==> src/hdl/pczb_pkg.sv <==
`default_nettype none
// ----------------------------------------------------------------------------
// pczb_pkg: shared types and constants of the point splatter
// Frame geometry, clip planes, derived widths and the control/status bundles.
// ----------------------------------------------------------------------------
package pczb_pkg;

  localparam int FRAME_WIDTH     = 640;
  localparam int FRAME_HEIGHT    = 480;
  localparam int NEAR_CLIP       = 6554;
  localparam int FAR_CLIP        = 655360;
  localparam int CAMERA_Z_OFFSET = -131072;

  localparam int STORE_SIZE  = FRAME_WIDTH * FRAME_HEIGHT;
  localparam int AW          = $clog2(STORE_SIZE);
  localparam int MAX_DIM     = (FRAME_WIDTH > FRAME_HEIGHT) ? FRAME_WIDTH : FRAME_HEIGHT;
  localparam int QW          = $clog2(MAX_DIM);
  localparam int DW          = $clog2(FAR_CLIP);
  localparam int SUM_W       = DW + 17;
  localparam int NUM_W       = DW + 17 + QW;
  localparam int DEPTH_W     = 32;
  localparam int PX_W        = 10;
  localparam int PY_W        = 9;
  localparam int CFG_IDX_W   = 3;
  localparam int CFG_DATA_W  = 32;
  localparam int PIPE_STAGES = 6;

  localparam logic OP_POINT = 1'b0;
  localparam logic OP_FRAME = 1'b1;

  typedef enum logic [CFG_IDX_W-1:0] {
    REG_COS_YAW, REG_SIN_YAW, REG_COS_PITCH, REG_SIN_PITCH,
    REG_PAN_X, REG_PAN_Y, REG_FOCAL_X, REG_FOCAL_Y
  } cfg_reg_t;

  typedef struct packed {
    logic signed [15:0] cos_yaw;
    logic signed [15:0] sin_yaw;
    logic signed [15:0] cos_pitch;
    logic signed [15:0] sin_pitch;
    logic signed [31:0] pan_x;
    logic signed [31:0] pan_y;
    logic [23:0]        focal_x;
    logic [23:0]        focal_y;
  } cfg_t;

  typedef struct packed {
    logic          load;
    logic          div_start;
    logic          div_step;
    logic          rd_en;
    logic          commit;
    logic          clr_we;
    logic [AW-1:0] clr_addr;
  } cmd_t;

  typedef struct packed {
    logic proj_ok;
    logic nearer;
  } sts_t;

endpackage
`default_nettype wire

==> src/hdl/pczb_ctrl.sv <==
`default_nettype none
// ----------------------------------------------------------------------------
// pczb_ctrl: sequencer of the point splatter
// Steps one item through projection, divide, depth read and commit; sweeps
// the depth store after reset and on a new frame.
// ----------------------------------------------------------------------------
module pczb_ctrl (
  input  wire              clk,
  input  wire              rst,
  input  wire              in_valid,
  output logic             in_stall,
  input  wire              operation,
  output logic             out_valid,
  input  wire              out_stall,
  output pczb_pkg::cmd_t   cmd,
  input  pczb_pkg::sts_t   sts
);
  import pczb_pkg::*;

  typedef enum logic [2:0] {
    S_CLEAR, S_IDLE, S_WAIT, S_CHECK, S_DIV, S_READ, S_TEST
  } state_t;

  state_t        state;
  logic [AW-1:0] cnt;
  logic          out_free;

  assign in_stall = (state != S_IDLE);
  assign out_free = !out_valid || !out_stall;

  always_comb begin
    cmd           = '0;
    cmd.load      = (state == S_IDLE) && in_valid;
    cmd.clr_we    = (state == S_CLEAR);
    cmd.clr_addr  = cnt;
    cmd.div_start = (state == S_CHECK) && sts.proj_ok;
    cmd.div_step  = (state == S_DIV);
    cmd.rd_en     = (state == S_READ);
    cmd.commit    = (state == S_TEST) && sts.nearer && out_free;
  end

  always_ff @(posedge clk) begin
    if (rst) begin
      state     <= S_CLEAR;
      cnt       <= '0;
      out_valid <= 1'b0;
    end else begin
      out_valid <= cmd.commit || (out_valid && out_stall);
      case (state)
        S_CLEAR: begin
          if (cnt == AW'(STORE_SIZE - 1)) begin
            state <= S_IDLE;
          end
          cnt <= cnt + 1'b1;
        end
        S_IDLE: begin
          cnt <= '0;
          if (in_valid) begin
            state <= (operation == OP_FRAME) ? S_CLEAR : S_WAIT;
          end
        end
        S_WAIT: begin
          if (cnt == AW'(PIPE_STAGES - 1)) begin
            state <= S_CHECK;
          end
          cnt <= cnt + 1'b1;
        end
        S_CHECK: begin
          cnt   <= '0;
          state <= sts.proj_ok ? S_DIV : S_IDLE;
        end
        S_DIV: begin
          if (cnt == AW'(QW - 1)) begin
            state <= S_READ;
          end
          cnt <= cnt + 1'b1;
        end
        S_READ: begin
          state <= S_TEST;
        end
        S_TEST: begin
          if (!sts.nearer || out_free) begin
            state <= S_IDLE;
          end
        end
        default: begin
          state <= S_IDLE;
        end
      endcase
    end
  end

endmodule
`default_nettype wire

==> config.mk <==
export PLATFORM = sky130hd
export DESIGN_NAME = pczb_ctrl
export DESIGN_NICKNAME = d
export VERILOG_FILES = /design/src/hdl/pczb_pkg.sv /design/src/hdl/pczb_ctrl.sv
export SDC_FILE = /design/constraint.sdc
export NUM_CORES = 1
export LEC_CHECK = 0
export ABC_AREA = 1
export ABC_CLOCK_PERIOD_IN_PS = 2630
export BUFFER_PORTS_ARGS = -buffer_cell sky130_fd_sc_hd__buf_4
export CAP_MARGIN = 5
export CORE_MARGIN = 4
export CORE_UTILIZATION = 57
export DETAILED_ROUTE_END_ITERATION = 10
export GPL_TIMING_DRIVEN = 0
export PLACE_DENSITY_LB_ADDON = 0.12
export SETUP_SLACK_MARGIN = 0.1
export SLEW_MARGIN = 20
export SYNTH_ARGS = -nofsm -noshare
export SYNTH_HDL_FRONTEND = slang
export SYNTH_SLANG_ARGS = --single-unit
==> constraint.sdc <==
create_clock -name clk -period 2.63 [get_ports clk]
set_input_delay 0.526 -clock clk [delete_from_list [all_inputs] [get_ports clk]]
set_output_delay 0.526 -clock clk [all_outputs]
set_load 0.05 [all_outputs]
== After elaboration in Yosys (flattened, before gate mapping) ==
Cells that the tools add are included.
Cells by class
  add/sub/neg operators: 1
  eq/ne operators: 15
  muxes and demuxes: 9
  reductions and logical operators: 16
Operator list (count)
  case mux 19 bit (2 select lines): 1
  case mux 3 bit (7 select lines): 1
  adder 19 x 1 -> 19 bit, second input constant: 1
  == test 19 bit, second input constant: 1
  == test 19 x 3 -> 1 bit, second input constant: 1
  == test 19 x 4 -> 1 bit, second input constant: 1
  2-to-1 mux 3 bit: 6
  == test 3 bit, second input constant: 3
  == test 3 x 2 -> 1 bit, second input constant: 2
  inequality test 2 x 1 -> 1 bit, second input constant: 3
  logical AND 1 bit: 5
  AND reduction 5 bit: 1
  inequality test 2 bit, second input constant: 2
  == test 3 x 1 -> 1 bit, second input constant: 1
  logical NOT 1 bit: 3
  logical NOT 3 bit: 1
  logical OR 1 bit: 3
  inequality test 3 x 1 -> 1 bit, second input constant: 1
  OR reduction 3 bit: 1
  2-to-1 mux 2 bit: 1
  nonzero test 2 bit: 1
  OR reduction 2 bit: 1
Word-level totals
  register bits: 23
  input port bits: 7
  output and inout port bits: 27
  logic and storage cells: 44

== Longest topological paths before layout ==
Gate-level depths: netlist of run 1.
  depth after elaboration: 5
  depth in mapped cells: 11
  depth with buffers taken out: 10

== Worst setup path after synthesis of run 1 ==
OpenSTA, ideal clock, no wires.
  path type: input to output
  from: input port sts[1] in the netlist's numbering
  to: output port cmd[23] in the netlist's numbering
  data arrival time: 1.670 ns
  required time: 2.104 ns
  path slack: 0.434 ns
  stages: 2
  buffers on the path: 0
  cell sequence: inv_1 > nor3_1
RTL lines
  from (decl): line pczb_ctrl.sv:16  | input pczb_pkg::sts_t sts
  to (decl): line pczb_ctrl.sv:15  | output pczb_pkg::cmd_t cmd,

==> results by group, run 1 <==
Power and ir drop
  • Final Power: about 0.0012 W
  • Pwr Density: 650 mW/mm2
  • Max VDD drop: 576 uV
  • P_leak: 0.921 nW

Detailed routing
  • DRT Wirelength: 3410 um
  • DRT antenna net count: 0
  • Routed len/inst: 11.2 um
  • Via count: between 1500 and 2000
  • TritonRoute pass-1 iters: 5
  • DRC errors left: 0
  • 1st-iter DRT viols: 96
  • Drt via density: about 5

Floorplanning
  • Die height: 59.1 um
  • Die width: 59.1 um
  • Initial Util: 60.1%
  • Num rows: 18
  • Core footprint: 0.00248 mm2
  • DIE AREA: between 0.003 and 0.004 mm2
  • # IOs: 34

Timing
  • Slew @ Worst Pin: 0.351 ns
  • Hold Violations, Final: 0
  • Final period util: 74.6%
  • Final Max Tran Viols: 0
  • Clk_skew: 0.0140 ns
  • Setup_tns: 0 ns
  • RSZ-0062 raised after global routing: false
  • Max-slew headroom: 76.6%
  • # setup viols final: 0
  • Fmax: between 500 and 600 MHz
  • Fin crit period: 1.96 ns

Min path
  • Hold Crit Class: input pin to flop

Cells and area
  • Non-Filler Instances: just over 300
  • Diodes inserted: 0
  • Share of cells above drive strength 1: 21.5%
  • Final core utilization: 72.7%
  • Area growth from synthesis to layout: 21.0%
  • Final #Nets: about 290

Yosys
  • Syn nets: 248
  • Synth area leader: dfxtp_1
  • Synth top area share: 30.9%
  • Synthesized instance count: 238
  • Top FF cell, synth: dfxtp_1
  • Post-synthesis async set-or-reset flop share: 0%
  • Mapped Area: 0.00149 mm2
  • Number of flops mapped to enable cells by yosys: 0
  • Post-synth cell types: 28
  • Syn avg cell area: 6.26 um2
  • Synth top area cells: dfxtp_1 31%, nand2_1 15%, nor2_1 9.6%
  • Warnings from Yosys: 0
  • Most common cell in the synthesized netlist: nand2_1
  • Yosys reg bits: 23
  • Register area share after synthesis: 30.9%
  • Commonest cells post-synth: 59 x nand2_1, 38 x nor2_1, 37 x inv_1

Clocking
  • Worst skew pair latency: 0.31 ns
  • H-tree depth: 1
  • TritonCTS clock tree: built
  • Postcts setup bufs: 0
  • Worst-path clk slew: 0.13 ns
  • Hold buffer count at CTS: 0
  • Clock sink count: 23
  • Total CTS buffers: 3
  • PostCTS Resize Cnt: 0
  • Root Driver: clkbuf_4
  • Clock Path Buffers: 2

Worst setup path
  • CP Cell Sequence: inv_2, nand2_1, nor3_1, buf_4
  • Arrival time at the worst endpoint: about 1.4 ns
  • Critical path's slowest cell: dfxtp_1
  • Worst setup path class: flop to primary output
  • Critical Path End Type: primary output
  • Worst Path Required: 2.10 ns
  • CP top delay family: flip-flops
  • Critical path launch point type: flop
  • Max incr delay on CP: 0.43 ns
  • CP Buf/Inv Count: 2
  • Worst Path Max Fanout: 7

Placed design
  • Placed cells: 301
  • Detailed placement HPWL: about 2800 um
  • GPL Wtd Cong: 0.875
  • # port buffers: 33

Global route
  • First-pass GRT wire length: 5770 um
  • Global-route usage over all layers: about a fifth
  • Largest net degree at the start of global routing: 14
  • Congestion Overflow GR: 0
  • Initial antenna violation count: 0
  • Vias in the first global route: 1291

Flow run
  • Max Cap Violations: 0

Status
  • Outcome: finished, final reports clean
## power by group
group          total [W]  internal, W  switching, W
Clock           0.000163    0.0000568      0.000106
Combinational   0.000583     0.000188      0.000396
Sequential      0.000425     0.000381     0.0000446
## layout by cell type (no fill, tap or decap), drive strengths merged
cell type	instances
a21oi	11
a221oi	1
a22oi	1
and3	1
buf	34
bufinv	1
clkbuf	4
clkinv	1
dfxtp	23
ha	3
inv	41
nand2	64
nand3	18
nand3b	2
nand4	3
nor2	43
nor3	7
o211ai	1
o21ai	14
o22ai	1
xor2	1
## through the flow
| step | setup slack [ns] | hold slack (ns) | area [um2] |
|---|---|---|---|
| floorplan | 0.434 | 0.581 | 1490 |
| global placement | 1.02 | 0.471 | 1770 |
| detailed placement | 1.01 | 0.476 | 1770 |
| CTS | 0.665 | 0.393 | 1800 |
| global route | 0.518 | 0.394 | 1800 |
| finish | 0.668 | 0.394 | 1800 |
## sequential cells by signal, indices dropped and copies added, names as in the netlist
| register | count |
|---|---|
| state | 3 |
| cnt | 19 |
| out_valid | 1 |
## kinds of logic (layout without fill, tap and decap cells)
| logic type | after synthesis | count (layout) | synth area share, % |
|---|---|---|---|
| and+or+nand+nor | 138 | 138 | 42.8 |
| buffers and inverters | 44 | 81 | 12.8 |
| AOI/OAI and AO/OA | 29 | 29 | 10.4 |
| DFF | 23 | 23 | 30.9 |
| adders and majority gates | 3 | 3 | 2.52 |
| xor gates and xnor gates | 1 | 1 | 0.588 |
## worst paths after layout
kind	startpoint	to	slack, ns	cells past startpoint
max	state[2]$_SDFFE_PP0P_	cmd[23]	0.67	4
min	rst	cnt[3]$_SDFFE_PP0P_	0.39	2
max reg2reg	cnt[0]$_SDFFE_PP0P_	state[2]$_SDFFE_PP0P_	1.11	9
min reg2reg	out_valid$_SDFF_PP0_	out_valid$_SDFF_PP0_	0.49	2
## area by class of cell
class                      instances  area (um2)
fill                             224         676
buffer                             2        18.8
clock buffer                       3        22.5
multi-input combinational        171         838
tap                               30        37.5
clock inverter                     1        5.00
timing repair buffer              33         248
inverter                          42         171
sequential                        23         460
## layer usage
metal / routed length (um) / up-vias / GRT usage, % / share of wire [%]
li1: - / 822 / - / -
met1: 1650 / 654 / 30.4 / 49
met4: 34 / 0 / 5.18 / 1.0
met3: 192 / 4 / 2.83 / 5.6
met2: 1530 / 42 / 32.6 / 45
met5: 0 / - / 0 / 0
(Power assumes the default switching activity.)
==> run 2, diff against run 1 <==
--- a/config.mk
+++ b/config.mk
@@ -6,11 +6,11 @@
 export NUM_CORES = 1
 export LEC_CHECK = 0
 export ABC_AREA = 1
-export ABC_CLOCK_PERIOD_IN_PS = 2630
+export ABC_CLOCK_PERIOD_IN_PS = 1700
 export BUFFER_PORTS_ARGS = -buffer_cell sky130_fd_sc_hd__buf_4
 export CAP_MARGIN = 5
 export CORE_MARGIN = 4
-export CORE_UTILIZATION = 57
+export CORE_UTILIZATION = 48
 export DETAILED_ROUTE_END_ITERATION = 10
 export GPL_TIMING_DRIVEN = 0
 export PLACE_DENSITY_LB_ADDON = 0.12
==> constraint.sdc (replaced) <==
create_clock -name clk -period 1.7 [get_ports clk]
set_input_delay 0.34 -clock clk [delete_from_list [all_inputs] [get_ports clk]]
set_output_delay 0.34 -clock clk [all_outputs]
set_load 0.05 [all_outputs]
==> results by group, run 2 (synthesized netlist as in run 1, its figures left out) <==
Timing
  • Final period util: 96.0%
  • Fmax: between 600 and 700 MHz
  • # setup viols final: 0
  • Slew @ Worst Pin: 0.339 ns
  • Setup ws final: 0.0680 ns
  • Final Max Tran Viols: 0
  • Max-slew headroom: 77.2%
  • Setup_tns: 0 ns
  • RSZ-0062 raised after global routing: true
  • Fin crit period: 1.63 ns
  • Clk_skew: 0.00130 ns
  • Hold Violations, Final: 0

Floorplanning
  • Die width: 63.7 um
  • Num rows: 19
  • Die height: 63.7 um
  • DIE AREA: 0.00406 mm2
  • Core footprint: approximately 0.0029 mm2
  • Initial Util: a little over half
  • # IOs: 34

Detailed routing
  • Routed len/inst: 12.4 um
  • TritonRoute pass-1 iters: 4
  • 1st-iter DRT viols: 116
  • Drt via density: a little over 5
  • DRT Wirelength: 3890 um
  • Via count: 1601
  • DRT antenna net count: 0
  • DRC errors left: 0

Clocking
  • H-tree depth: 1
  • Worst-path clk slew: 0.13 ns
  • Root Driver: clkbuf_4
  • TritonCTS clock tree: built
  • Clock Path Buffers: 2
  • Worst skew pair latency: around 0.32 ns
  • Total CTS buffers: 3
  • Clock sink count: 23

Global route
  • Global-route usage over all layers: 19.8%
  • Largest net degree at the start of global routing: 14
  • Vias in the first global route: 1464
  • First-pass GRT wire length: 6470 um
  • Congestion Overflow GR: 0
  • Initial antenna violation count: 0

Power and ir drop
  • Int Pwr: between 0.001 and 0.0015 W
  • P_leak: 0.974 nW
  • Pwr Density: 1040 mW/mm2
  • Share of power burned in combinational logic: 53.7%
  • Seq pwr share: between 30% and 40%
  • Clock power frac: 12.6%
  • Max VDD drop: 831 uV
  • Switching share of power: a little under half
  • Final Power: 0.00207 W
  • Net Switching: 0.000975 W

Cells and area
  • Most flop-heavy register: cnt
  • Most frequent cells in the layout: 58 x nand2_1, 35 x inv_1, 35 x buf_4, 31 x nor2_1, 16 x dfxtp_1
  • Final #Nets: between 200 and 300
  • Fill cell count: 259
  • Register cell area after layout: 479 um2
  • Post-route cell area: slightly below 0.002 mm2
  • Non-Filler Instances: 314
  • Max FFs per register: 19
  • Top Registers: cnt (19), state (3), out_valid (1)
  • Multi-input logic area: 907 um2
  • Share of cells above drive strength 1: 30.7%
  • Area growth from synthesis to layout: 33.1%
  • Diodes inserted: 0
  • Commonest non-fill, non-tap cell in the layout: nand2_1

Worst setup path
  • CP Buf/Inv Count: 3
  • Worst Path Required: 1.36 ns
  • Worst Path Max Fanout: 5
  • CP top delay family: flip-flops
  • Critical path launch point type: flop
  • Worst setup path class: flop to primary output
  • Critical path's slowest cell: dfxtp_4
  • Critical Path End Type: primary output
  • Max incr delay on CP: 0.40 ns
  • Arrival time at the worst endpoint: 1.29 ns
  • CP Cell Sequence: inv_8, buf_4, nor3_4, buf_6

Min path
  • Hold Crit Class: input pin to flop

Placed design
  • Placed cells: 302
  • Pre-CTS setup slack: 0.244 ns
  • Area after DPL: between 0.0015 and 0.002 mm2
  • GPL Wtd Cong: between 0.8 and 0.9
  • # port buffers: 33
  • Detailed placement HPWL: around 2800 um

Status
  • Outcome: finished, final reports clean

Flow run
  • Max Cap Violations: 0
==> run 2: changes by cell type in the layout (fill, tap and decap cells not counted), sizes merged <==
cell,change
inv,+1
bufinv,-1
buf,+8
==> run 2: power by group through the flow <==
stage | Sequential (W) | Clock (W) | Combinational (W)
finish | 0.000697 | 0.000261 | 0.00111
global route | 0.000704 | 0.000288 | 0.00121
CTS | 0.000687 | 0.000276 | 0.00103
detailed placement | 0.000674 | 0 | 0.000938
global placement | 0.000673 | 0 | 0.000928
floorplan | 0.000754 | 0 | 0.000637
==> run 2: path summary, 6_finish.rpt <==
check                   startpoint                     to  slack [ns]  cells after the start
max          state[1]$_SDFFE_PP0P_                cmd[23]        0.07                      4
min                            rst    cnt[1]$_SDFFE_PP0P_        0.20                      2
max reg2reg    cnt[0]$_SDFFE_PP0P_  state[1]$_SDFFE_PP0P_        0.22                      9
min reg2reg   out_valid$_SDFF_PP0_   out_valid$_SDFF_PP0_        0.49                      2
==> run 2: layer usage <==
layer / share of wire [%] / up-vias / GRT usage [%]
met5: 0 / - / 0
li1: - / 840 / -
met2: 49 / 39 / 33.8
met1: 45 / 715 / 25.4
met4: 1.3 / 0 / 4.85
met3: 5.0 / 7 / 3.91
==> run 2: per-stage QoR <==
stage	hold slack [ns]	utilization, %
2_1_floorplan	0.404	-
3_3_place_gp	0.474	63.2
3_5_place_dp	0.478	63.2
4_1_cts	0.185	67.5
5_1_grt	0.199	69.5
6_report	0.199	69.5
==> run 2: cell type report <==
class / count / area share [%]
Multi-Input combinational cell: 171 / 45.8
Sequential cell: 23 / 24.2
Timing Repair Buffer: 41 / 17.0
Inverter: 42 / 8.71
Tap cell: 31 / 1.96
Clock buffer: 3 / 1.14
Buffer: 2 / 0.947
Clock inverter: 1 / 0.253
==> run 2: what timing repair did <==
item	in CTS	in global routing
endpoints found under the setup margin	7	13
pin swaps	3	2
hold buffers	0	0
setup buffers	7	1
resized for setup	18	14
cloned	0	0
